**config.mk**
```make
export PLATFORM = sky130hd
export DESIGN_NAME = exclusive_time_profiler
export DESIGN_NICKNAME = d
export VERILOG_FILES = /design/src/etp_pkg.sv /design/src/etp_queue.sv /design/src/etp_front.sv /design/src/etp_back.sv /design/src/exclusive_time_profiler.sv
export SDC_FILE = /design/constraint.sdc
export NUM_CORES = 2
export LEC_CHECK = 0
export BUFFER_PORTS_ARGS = -buffer_cell sky130_fd_sc_hd__buf_2
export CAP_MARGIN = 20
export CORE_MARGIN = 2
export CORE_UTILIZATION = 50
export CTS_CLUSTER_SIZE = 8
export DETAILED_ROUTE_END_ITERATION = 16
export GPL_TIMING_DRIVEN = 0
export PLACE_DENSITY = 0.65
export SLEW_MARGIN = 0
export SYNTH_ARGS = -nofsm -noshare
export SYNTH_HDL_FRONTEND = slang
export SYNTH_SLANG_ARGS = --single-unit
```
**constraint.sdc**
```tcl
create_clock -name aclk -period 10.7 [get_ports aclk]
set_clock_uncertainty 0.1 [all_clocks]
set_input_delay 2.14 -clock aclk [delete_from_list [all_inputs] [get_ports aclk]]
set_output_delay 2.14 -clock aclk [all_outputs]
set_load 0.005 [all_outputs]
```
**src/etp_pkg.sv**
```systemverilog
// ----------------------------------------------------------------------------
// etp_pkg
// Shared types and constants of the exclusive time profiler.
// ----------------------------------------------------------------------------
`default_nettype none

package etp_pkg;

    // fixed field widths
    localparam int ID_W   = 6;
    localparam int TIME_W = 32;
    localparam int AMT_W  = TIME_W + 1;
    localparam int CFG_W  = 7;

    // default sizes
    localparam int DEF_MAX_FUNCTIONS = 64;
    localparam int DEF_STACK_DEPTH   = 64;

    // entries in the queue between front and back
    localparam int QUEUE_DEPTH = 2;

    // work item handed from front to back
    typedef struct packed {
        logic              credit_en;
        logic [ID_W-1:0]   credit_id;
        logic [AMT_W-1:0]  amount;
        logic              dump;
    } etp_cmd_t;

    typedef enum logic {
        F_IDLE,
        F_REFILL
    } etp_front_state_t;

    typedef enum logic [1:0] {
        B_IDLE,
        B_UPDATE,
        B_DUMP_RD,
        B_DUMP_OUT
    } etp_back_state_t;

endpackage

`default_nettype wire

```
**src/etp_queue.sv**
```systemverilog
// ----------------------------------------------------------------------------
// etp_queue
// Short first-in first-out queue of work items between front and back.
// ----------------------------------------------------------------------------
`default_nettype none

module etp_queue (
    input  wire logic             aclk,
    input  wire logic             aresetn,
    input  wire logic             push,
    input  etp_pkg::etp_cmd_t     push_cmd,
    output logic                  full,
    input  wire logic             pop,
    output etp_pkg::etp_cmd_t     head_cmd,
    output logic                  empty
);

    localparam int PTR_W = (etp_pkg::QUEUE_DEPTH > 1) ? $clog2(etp_pkg::QUEUE_DEPTH) : 1;
    localparam int CNT_W = $clog2(etp_pkg::QUEUE_DEPTH + 1);

    etp_pkg::etp_cmd_t entry_reg [etp_pkg::QUEUE_DEPTH];
    logic [PTR_W-1:0]  wr_ptr_reg, wr_ptr_next;
    logic [PTR_W-1:0]  rd_ptr_reg, rd_ptr_next;
    logic [CNT_W-1:0]  count_reg, count_next;

    assign full     = (count_reg == CNT_W'(etp_pkg::QUEUE_DEPTH));
    assign empty    = (count_reg == '0);
    assign head_cmd = entry_reg[rd_ptr_reg];

    // pointer and fill count update
    always_comb begin
        wr_ptr_next = wr_ptr_reg;
        rd_ptr_next = rd_ptr_reg;
        count_next  = count_reg;
        if (push) begin
            wr_ptr_next = (wr_ptr_reg == PTR_W'(etp_pkg::QUEUE_DEPTH - 1)) ? '0
                                                                           : wr_ptr_reg + PTR_W'(1);
        end
        if (pop) begin
            rd_ptr_next = (rd_ptr_reg == PTR_W'(etp_pkg::QUEUE_DEPTH - 1)) ? '0
                                                                           : rd_ptr_reg + PTR_W'(1);
        end
        if (push && !pop) begin
            count_next = count_reg + CNT_W'(1);
        end else if (pop && !push) begin
            count_next = count_reg - CNT_W'(1);
        end
    end

    always_ff @(posedge aclk) begin
        if (!aresetn) begin
            wr_ptr_reg <= '0;
            rd_ptr_reg <= '0;
            count_reg  <= '0;
        end else begin
            wr_ptr_reg <= wr_ptr_next;
            rd_ptr_reg <= rd_ptr_next;
            count_reg  <= count_next;
        end
    end

    // entry storage
    always_ff @(posedge aclk) begin
        if (push) begin
            entry_reg[wr_ptr_reg] <= push_cmd;
        end
    end

endmodule

`default_nettype wire

```
**src/etp_front.sv**
```systemverilog
// ----------------------------------------------------------------------------
// etp_front
// Takes call events, keeps the call stack and the previous event, and turns
// each event into a credit (function id and amount) plus a dump flag.
// ----------------------------------------------------------------------------
`default_nettype none

module etp_front #(
    parameter int MAX_FUNCTIONS = etp_pkg::DEF_MAX_FUNCTIONS,
    parameter int STACK_DEPTH   = etp_pkg::DEF_STACK_DEPTH
) (
    input  wire logic                       aclk,
    input  wire logic                       aresetn,
    input  wire logic                       in_valid,
    output logic                            in_ready,
    input  wire logic [etp_pkg::ID_W-1:0]   in_function_id,
    input  wire logic                       in_action,
    input  wire logic [etp_pkg::TIME_W-1:0] in_timestamp,
    input  wire logic                       in_last,
    output logic                            cmd_push,
    output etp_pkg::etp_cmd_t               cmd,
    input  wire logic                       q_full
);

    localparam int LVL_W  = $clog2(STACK_DEPTH + 1);
    localparam int SIDX_W = $clog2(STACK_DEPTH);
    localparam int ID_W   = etp_pkg::ID_W;
    localparam int TIME_W = etp_pkg::TIME_W;
    localparam int DIFF_W = TIME_W + 2;

    etp_pkg::etp_front_state_t state_reg, state_next;
    logic [LVL_W-1:0]  level_reg, level_next;
    logic [ID_W-1:0]   top_reg, top_next;
    logic [ID_W-1:0]   prior_fn_reg, prior_fn_next;
    logic              prior_start_reg, prior_start_next;
    logic [TIME_W-1:0] prior_time_reg, prior_time_next;

    // stack below the top entry
    logic [ID_W-1:0]   stk_mem [STACK_DEPTH];
    logic [ID_W-1:0]   stk_rd_reg;
    logic              stk_we;
    logic [LVL_W-1:0]  level_m1;
    logic [LVL_W-1:0]  level_m2;

    logic              accept;
    logic              ending_self;
    logic [DIFF_W-1:0] diff;
    logic [DIFF_W-1:0] amt;
    logic              amt_pos;
    logic [ID_W-1:0]   credit_id;
    logic              credit_ok;

    assign accept   = in_valid && in_ready;
    assign level_m1 = level_reg - LVL_W'(1);
    assign level_m2 = level_reg - LVL_W'(2);

    // elapsed time with the unit adjustment of the event pair
    assign ending_self = !in_action && prior_start_reg && (in_function_id == prior_fn_reg);
    assign diff = {2'b00, in_timestamp} - {2'b00, prior_time_reg};

    always_comb begin
        if (ending_self) begin
            amt = diff + DIFF_W'(1);
        end else if (in_action && !prior_start_reg) begin
            amt = diff - DIFF_W'(1);
        end else begin
            amt = diff;
        end
    end

    assign amt_pos   = !amt[DIFF_W-1] && (amt != '0);
    assign credit_id = ending_self ? in_function_id : top_reg;
    assign credit_ok = ({1'b0, credit_id} < (ID_W + 1)'(MAX_FUNCTIONS));

    // next state, stack control and command
    always_comb begin
        state_next       = state_reg;
        level_next       = level_reg;
        top_next         = top_reg;
        prior_fn_next    = prior_fn_reg;
        prior_start_next = prior_start_reg;
        prior_time_next  = prior_time_reg;
        stk_we           = 1'b0;
        in_ready         = 1'b0;
        cmd_push         = 1'b0;
        cmd.credit_en    = 1'b0;
        cmd.credit_id    = credit_id;
        cmd.amount       = amt[etp_pkg::AMT_W-1:0];
        cmd.dump         = in_last;

        unique case (state_reg)
            etp_pkg::F_IDLE: begin
                in_ready = !q_full;
                if (accept) begin
                    cmd_push = 1'b1;
                    if (level_reg == '0) begin
                        // empty stack: push, nothing credited
                        top_next   = in_function_id;
                        level_next = LVL_W'(1);
                    end else if (!in_action) begin
                        // end: credit and pop
                        cmd.credit_en = amt_pos && credit_ok;
                        level_next    = level_m1;
                        if (level_m1 != '0) begin
                            state_next = etp_pkg::F_REFILL;
                        end
                    end else begin
                        // start: credit the top and push
                        cmd.credit_en = amt_pos && credit_ok;
                        if (level_reg < LVL_W'(STACK_DEPTH)) begin
                            stk_we     = 1'b1;
                            top_next   = in_function_id;
                            level_next = level_reg + LVL_W'(1);
                        end
                    end
                    prior_fn_next    = in_function_id;
                    prior_start_next = in_action;
                    prior_time_next  = in_timestamp;
                    if (in_last) begin
                        state_next       = etp_pkg::F_IDLE;
                        level_next       = '0;
                        prior_fn_next    = '0;
                        prior_start_next = 1'b0;
                        prior_time_next  = '0;
                    end
                end
            end
            etp_pkg::F_REFILL: begin
                // new top comes back from the stack memory
                top_next   = stk_rd_reg;
                state_next = etp_pkg::F_IDLE;
            end
            default: begin
                state_next = etp_pkg::F_IDLE;
            end
        endcase
    end

    always_ff @(posedge aclk) begin
        if (!aresetn) begin
            state_reg       <= etp_pkg::F_IDLE;
            level_reg       <= '0;
            top_reg         <= '0;
            prior_fn_reg    <= '0;
            prior_start_reg <= 1'b0;
            prior_time_reg  <= '0;
        end else begin
            state_reg       <= state_next;
            level_reg       <= level_next;
            top_reg         <= top_next;
            prior_fn_reg    <= prior_fn_next;
            prior_start_reg <= prior_start_next;
            prior_time_reg  <= prior_time_next;
        end
    end

    // stack memory: old top written on push, entry below read for a pop
    always_ff @(posedge aclk) begin
        if (stk_we) begin
            stk_mem[level_m1[SIDX_W-1:0]] <= top_reg;
        end
        stk_rd_reg <= stk_mem[level_m2[SIDX_W-1:0]];
    end

endmodule

`default_nettype wire

```
**src/etp_back.sv**
```systemverilog
// ----------------------------------------------------------------------------
// etp_back
// Holds one exclusive-time total per function, applies credits by
// read-modify-write and streams the totals of the first function_count ids out on a dump.
// ----------------------------------------------------------------------------
`default_nettype none

module etp_back #(
    parameter int MAX_FUNCTIONS = etp_pkg::DEF_MAX_FUNCTIONS
) (
    input  wire logic                       aclk,
    input  wire logic                       aresetn,
    input  wire logic                       cfg_valid,
    output logic                            cfg_ready,
    input  wire logic [etp_pkg::CFG_W-1:0]  cfg_data,
    input  wire logic                       q_empty,
    input  etp_pkg::etp_cmd_t               head_cmd,
    output logic                            q_pop,
    output logic                            out_valid,
    input  wire logic                       out_ready,
    output logic [etp_pkg::ID_W-1:0]        out_function,
    output logic [etp_pkg::TIME_W-1:0]      out_time,
    output logic                            out_last
);

    localparam int FID_W  = (MAX_FUNCTIONS > 1) ? $clog2(MAX_FUNCTIONS) : 1;
    localparam int CNT_W  = $clog2(MAX_FUNCTIONS + 1);
    localparam int TIME_W = etp_pkg::TIME_W;
    localparam int SUM_W  = etp_pkg::AMT_W + 1;
    localparam int CFG_W  = etp_pkg::CFG_W;

    etp_pkg::etp_back_state_t state_reg, state_next;
    etp_pkg::etp_cmd_t        cmd_reg, cmd_next;
    logic [CNT_W-1:0]         count_reg, count_next;
    logic [FID_W-1:0]         k_reg, k_next;
    logic [MAX_FUNCTIONS-1:0] tvld_reg, tvld_next;
    logic                     out_valid_reg, out_valid_next;
    logic [etp_pkg::ID_W-1:0] out_function_reg, out_function_next;
    logic [TIME_W-1:0]        out_time_reg, out_time_next;
    logic                     out_last_reg, out_last_next;

    // totals memory
    logic [TIME_W-1:0]        tot_mem [MAX_FUNCTIONS];
    logic [TIME_W-1:0]        tot_rd_reg;
    logic [FID_W-1:0]         rd_addr;
    logic                     tot_we;
    logic [FID_W-1:0]         cmd_idx;
    logic [TIME_W-1:0]        old_total;
    logic [SUM_W-1:0]         sum;
    logic [TIME_W-1:0]        new_total;
    logic                     slot_free;
    logic                     k_is_last;

    assign cfg_ready    = 1'b1;
    assign out_valid    = out_valid_reg;
    assign out_function = out_function_reg;
    assign out_time     = out_time_reg;
    assign out_last     = out_last_reg;

    assign cmd_idx   = cmd_reg.credit_id[FID_W-1:0];
    assign old_total = tvld_reg[cmd_idx] ? tot_rd_reg : '0;
    assign sum       = {{(SUM_W-TIME_W){1'b0}}, old_total} + {1'b0, cmd_reg.amount};
    assign new_total = (sum[SUM_W-1:TIME_W] != '0) ? {TIME_W{1'b1}} : sum[TIME_W-1:0];
    assign slot_free = !out_valid_reg || out_ready;
    assign k_is_last = ((CNT_W'(k_reg) + CNT_W'(1)) == count_reg);

    // register write, clamped into one to the number of functions
    always_comb begin
        count_next = count_reg;
        if (cfg_valid) begin
            if (cfg_data == '0) begin
                count_next = CNT_W'(1);
            end else if (cfg_data > CFG_W'(MAX_FUNCTIONS)) begin
                count_next = CNT_W'(MAX_FUNCTIONS);
            end else begin
                count_next = CNT_W'(cfg_data);
            end
        end
    end

    // sequencer for credits and dumps
    always_comb begin
        state_next        = state_reg;
        cmd_next          = cmd_reg;
        k_next            = k_reg;
        tvld_next         = tvld_reg;
        out_valid_next    = out_valid_reg && !out_ready;
        out_function_next = out_function_reg;
        out_time_next     = out_time_reg;
        out_last_next     = out_last_reg;
        q_pop             = 1'b0;
        tot_we            = 1'b0;
        rd_addr           = head_cmd.credit_id[FID_W-1:0];

        unique case (state_reg)
            etp_pkg::B_IDLE: begin
                if (!q_empty) begin
                    q_pop    = 1'b1;
                    cmd_next = head_cmd;
                    if (head_cmd.credit_en) begin
                        state_next = etp_pkg::B_UPDATE;
                    end else if (head_cmd.dump) begin
                        state_next = etp_pkg::B_DUMP_RD;
                    end
                end
            end
            etp_pkg::B_UPDATE: begin
                tot_we             = 1'b1;
                tvld_next[cmd_idx] = 1'b1;
                state_next         = cmd_reg.dump ? etp_pkg::B_DUMP_RD : etp_pkg::B_IDLE;
            end
            etp_pkg::B_DUMP_RD: begin
                rd_addr    = k_reg;
                state_next = etp_pkg::B_DUMP_OUT;
            end
            etp_pkg::B_DUMP_OUT: begin
                // keep the read data of this total while the beat waits
                rd_addr = k_reg;
                if (slot_free) begin
                    out_valid_next    = 1'b1;
                    out_function_next = etp_pkg::ID_W'(k_reg);
                    out_time_next     = tvld_reg[k_reg] ? tot_rd_reg : '0;
                    out_last_next     = k_is_last;
                    if (k_is_last) begin
                        k_next     = '0;
                        tvld_next  = '0;
                        state_next = etp_pkg::B_IDLE;
                    end else begin
                        k_next     = k_reg + FID_W'(1);
                        state_next = etp_pkg::B_DUMP_RD;
                    end
                end
            end
            default: begin
                state_next = etp_pkg::B_IDLE;
            end
        endcase
    end

    always_ff @(posedge aclk) begin
        if (!aresetn) begin
            state_reg     <= etp_pkg::B_IDLE;
            count_reg     <= CNT_W'(MAX_FUNCTIONS);
            k_reg         <= '0;
            tvld_reg      <= '0;
            out_valid_reg <= 1'b0;
        end else begin
            state_reg     <= state_next;
            count_reg     <= count_next;
            k_reg         <= k_next;
            tvld_reg      <= tvld_next;
            out_valid_reg <= out_valid_next;
        end
    end

    // payload registers
    always_ff @(posedge aclk) begin
        cmd_reg          <= cmd_next;
        out_function_reg <= out_function_next;
        out_time_reg     <= out_time_next;
        out_last_reg     <= out_last_next;
    end

    // totals memory: one write, one registered read
    always_ff @(posedge aclk) begin
        if (tot_we) begin
            tot_mem[cmd_idx] <= new_total;
        end
        tot_rd_reg <= tot_mem[rd_addr];
    end

endmodule

`default_nettype wire

```
**src/exclusive_time_profiler.sv**
```systemverilog
// ----------------------------------------------------------------------------
// exclusive_time_profiler
// Exclusive time per function from a stream of start and end call events.
// ----------------------------------------------------------------------------
// The s_ channel takes one call event per beat: function id and timestamp in
// s_tdata, the action (1 = start, 0 = end) in s_tuser and the final event of
// a log in s_tlast. The front keeps the call stack and works out the credit;
// an end that leaves the stack non-empty also passes through a refill state,
// as the new top is read back from the stack memory. A two-entry queue hands
// each credit to the back, which reads the total in its idle state and writes
// the sum back in its update state, so it takes no new credit before the last
// is written. After the final event the m_ channel gives function_count beats,
// one per function in id order with m_tlast on the last; each total is read
// in a read state and sent in an output state, which waits while the receiver
// is not ready; events keep being taken into the queue meanwhile until it fills.
// A stalled m_ beat holds; the back then waits and the queue fills, which
// drops s_tready. cfg_data (function count) is always ready and is meant to
// be written while the block is idle.
// Reset empties the stack, zeroes all totals and the previous event and
// sets the function count to its maximum; no clearing pass is needed.
// ----------------------------------------------------------------------------
`default_nettype none

module exclusive_time_profiler #(
    parameter int MAX_FUNCTIONS = etp_pkg::DEF_MAX_FUNCTIONS,
    parameter int STACK_DEPTH   = etp_pkg::DEF_STACK_DEPTH
) (
    input  wire logic        aclk,
    input  wire logic        aresetn,
    // configuration write
    input  wire logic        cfg_valid,
    output logic             cfg_ready,
    input  wire logic [6:0]  cfg_data,     // function_count
    // event input
    input  wire logic        s_tvalid,
    output logic             s_tready,
    input  wire logic [39:0] s_tdata,      // function_id[5:0], timestamp[37:6], zero pad
    input  wire logic        s_tuser,      // action
    input  wire logic        s_tlast,      // last_event
    // result output
    output logic             m_tvalid,
    input  wire logic        m_tready,
    output logic [39:0]      m_tdata,      // result_function[5:0], exclusive_time[37:6], zero pad
    output logic             m_tlast       // last_result
);

    etp_pkg::etp_cmd_t                push_cmd;
    etp_pkg::etp_cmd_t                head_cmd;
    logic                             cmd_push;
    logic                             q_full;
    logic                             q_empty;
    logic                             q_pop;
    logic [etp_pkg::ID_W-1:0]         res_function;
    logic [etp_pkg::TIME_W-1:0]       res_time;

    // front: stack and credit
    etp_front #(
        .MAX_FUNCTIONS (MAX_FUNCTIONS),
        .STACK_DEPTH   (STACK_DEPTH)
    ) u_front (
        .aclk           (aclk),
        .aresetn        (aresetn),
        .in_valid       (s_tvalid),
        .in_ready       (s_tready),
        .in_function_id (s_tdata[5:0]),
        .in_action      (s_tuser),
        .in_timestamp   (s_tdata[37:6]),
        .in_last        (s_tlast),
        .cmd_push       (cmd_push),
        .cmd            (push_cmd),
        .q_full         (q_full)
    );

    // queue between front and back
    etp_queue u_queue (
        .aclk     (aclk),
        .aresetn  (aresetn),
        .push     (cmd_push),
        .push_cmd (push_cmd),
        .full     (q_full),
        .pop      (q_pop),
        .head_cmd (head_cmd),
        .empty    (q_empty)
    );

    // back: totals and dump
    etp_back #(
        .MAX_FUNCTIONS (MAX_FUNCTIONS)
    ) u_back (
        .aclk         (aclk),
        .aresetn      (aresetn),
        .cfg_valid    (cfg_valid),
        .cfg_ready    (cfg_ready),
        .cfg_data     (cfg_data),
        .q_empty      (q_empty),
        .head_cmd     (head_cmd),
        .q_pop        (q_pop),
        .out_valid    (m_tvalid),
        .out_ready    (m_tready),
        .out_function (res_function),
        .out_time     (res_time),
        .out_last     (m_tlast)
    );

    assign m_tdata = {2'b00, res_time, res_function};

endmodule

`default_nettype wire
```
==> flow_summary.ini <==
[sta]
finalSetupViolCount = 0
timing.hold.ws_ps = 352
period_needed_ps = 9080
timing.final.crit_share_pct = 84.9
fin_ws_ps = 1620
drv_slew = 0
worst_pin_slew_ps = 1230
max_freq_mhz = 110
tns_ps = 0
slew_headroom_pct = 17.9
hold_viol_final = 0
grt_setup_unrepaired = false

[clocking]
tritoncts = built
cts_sinks = 2769
post-cts-setup-buffer-count = 0
h-tree-depth = 5
cts_made_buffers = 397
cts-root-buf = clkbuf_16
clock_latency_ps = 1020
ctsResizeCount = 0
cts_hold_buf = 0
clk_path_buf_depth = 4
clk_pin_slew_ps = 50

[power_and_ir_drop]
p_per_area_mw_per_mm2 = 269
irDropWorstVdd_v = 0.000185
p_leak_uw = 0.0416

[cells_and_area]
fill_cells = 16100
final_cell_area_mm2 = 0.130
area_growth_pct = 16.5
largest_register_ffs = 2048
fin_util_pct = 58.6
nets = 6714
layout-drive-gt1-share_pct = 22.6

[grt]
grt_start_max_net_pins = 65
gr-total-overflow = 0
grt_pass1_vias = 60900
antenna_found_initial = 17
track_usage_pct = 26.2
grt_pass1_wl_mm = 428

[synthesis]
synth_cell_types = 90
netlist_area_mm2 = 0.112
synth-seq-cells = 2769
syn_area_per_cell_um2 = 18.8
yosysWarnings = 0
synthCells = 5951
synth_enable_flop_cells = 2593
synthArstFlopShare_pct = 0
synth_flop_cell = edfxtp_1
yosysSeqAreaShare_pct = 72.8

[floorplanning]
row_count = 173
coreArea_mm2 = 0.222
start_util_pct = 50.3
die_y_um = 477
io-pin-count = 98
die_x_um = 477
dieArea_mm2 = 0.227

[worst_hold_path]
min_path_type = register to register
hp-start = u_back.k_reg[5]
hold_depth = 0

[placed_design]
dpl-instance-area_mm2 = 0.120
pre_cts_slack_ps = 1850
dpl.hpwl_mm = 202
io_buffer_count = 92
place_congestion = 0.910

[status]
status = finished, final reports clean

[critical_path]
worstReg2RegStart = u_back.cmd_idx[0]
start_kind = register
worstSetupPathType = register to register
setup.worst_path.start = u_back.cmd_idx[0]
end_kind = register
crit_arrival_ps = 9670
path_max_fanout = 13
worstRegToRegCells = 27
rrSetupSlack_ps = 1620
worstPathRequired_ps = 11280

[detailed_routing]
viasPerCell = 6.25
drcViolationCount = 0
ant_nets = 0
drtPass1Iterations = 6
wl_per_cell_um = 30.9
routed_wl_mm = 300
vias = 60600
drt_iter0_drc = 7379

[run]
drv_cap = 0
[path summary, 6_finish.rpt]
| path | to |
|---|---|
| setup / recovery | u_back.tot_mem[15][19] |
| setup reg to reg | u_back.tot_mem[15][19] |
| hold / removal | u_back.out_function[5] |
| hold reg to reg | u_back.out_function[5] |
[critical path, cell delays in order (launching register included)]
cell      delay [ps]
edfxtp_1         480
clkbuf_1         240
nor3b_1          750
buf_4            290
a22oi_1          100
nand4_1          160
a22oi_1           90
and4_1           360
clkbuf_1         250
nor2b_1          220
ha_1             240
inv_1             70
fa_1             420
nor2b_1          280
o21ai_0          170
a21boi_1         450
o311a_1          300
o211ai_1         160
a21oi_1          250
o311a_1          270
o21a_1           170
nand2_1           60
o211a_1          220
nor2_1           170
clkbuf_1         810
nand4_1         1060
buf_8            480
buf_6            170
[placed cells by master (no fill, tap or decap), drive strengths merged, types with 16 or more instances in the layout]
cell type / instances
nor2: 287
xor2: 33
o21ai: 84
nand2: 147
clkbuf: 757
nor4: 24
a22o: 41
edfxtp: 2593
mux2: 53
mux2i: 154
xnor2: 66
a21o: 29
a211oi: 231
nand4: 30
a22oi: 40
and3: 37
and2: 60
a21oi: 250
buf: 335
dfxtp: 176
or2: 17
ha: 74
nor3: 40
nor2b: 175
inv: 80
mux4: 653
nand2b: 19
nand3: 39
or3: 16
[final cells by class]
| class | count | area, µm² | share of cell area (%) |
|---|---|---|---|
| repair buffers | 233 | 3310 | 2.54 |
| multi-input cells | 2779 | 29700 | 22.8 |
| diodes | 5 | 12.5 | 0.00960 |
| clock buffers | 530 | 10500 | 8.07 |
| flip-flops and latches | 2769 | 81400 | 62.5 |
| inverters | 75 | 282 | 0.216 |
| well taps | 2975 | 3720 | 2.86 |
| clock inverters | 8 | 116 | 0.0893 |
| plain buffers | 329 | 1290 | 0.988 |
[routing by layer]
layer  vias to the layer above  GRT usage, %  wire length, µm  share of wire, %
li1                      25500             -                -                 -
met5                         -             0                0                 0
met2                      2914          42.1           145000                48
met3                       578          5.18            25200               8.4
met4                         0          11.6            14300               4.8
met1                     31600          34.8           115000                38
[cell families after synthesis]
group / share of synthesized area [%]
buffers and inverters: 1.39
other: 0.00671
multiplexers: 15.1
AO/OA/AOI/OAI: 4.86
AND/OR/NAND/NOR: 4.27
adder cells (fa/ha/maj): 0.864
flip-flops: 72.8
XOR/XNOR: 0.775
[report_power, final]
group,internal (µW),total [µW],switching [µW]
Clock,6720,11000,4280
Combinational,3320,10100,6740
Sequential,13800,14000,257
Total,23800,35100,11300
[synthesized netlist by cell type, types with 67 or more instances]
| cell | instances | area share, % |
|---|---|---|
| a211oi_1 | 230 | 1.5 |
| a21oi_1 | 247 | 1.1 |
| buf_1 | 84 | 0.28 |
| clkbuf_1 | 227 | 0.76 |
| dfxtp_1 | 176 | 3.2 |
| edfxtp_1 | 2593 | 70 |
| ha_1 | 74 | 0.83 |
| inv_1 | 75 | 0.25 |
| mux2i_1 | 154 | 1.4 |
| mux4_2 | 653 | 13 |
| nand2_1 | 147 | 0.49 |
| nor2_1 | 287 | 0.96 |
| nor2b_1 | 175 | 0.98 |
| o21ai_0 | 67 | 0.30 |
[metrics by stage]
stage          std cells  power, µW
2_1_floorplan       5952      19600
3_3_place_gp        9019      23700
3_5_place_dp        9150      24200
4_1_cts             9688      35100
5_1_grt             9701      36100
6_report            9703      35100
No activity file was read; power rests on OpenSTA's default activity.
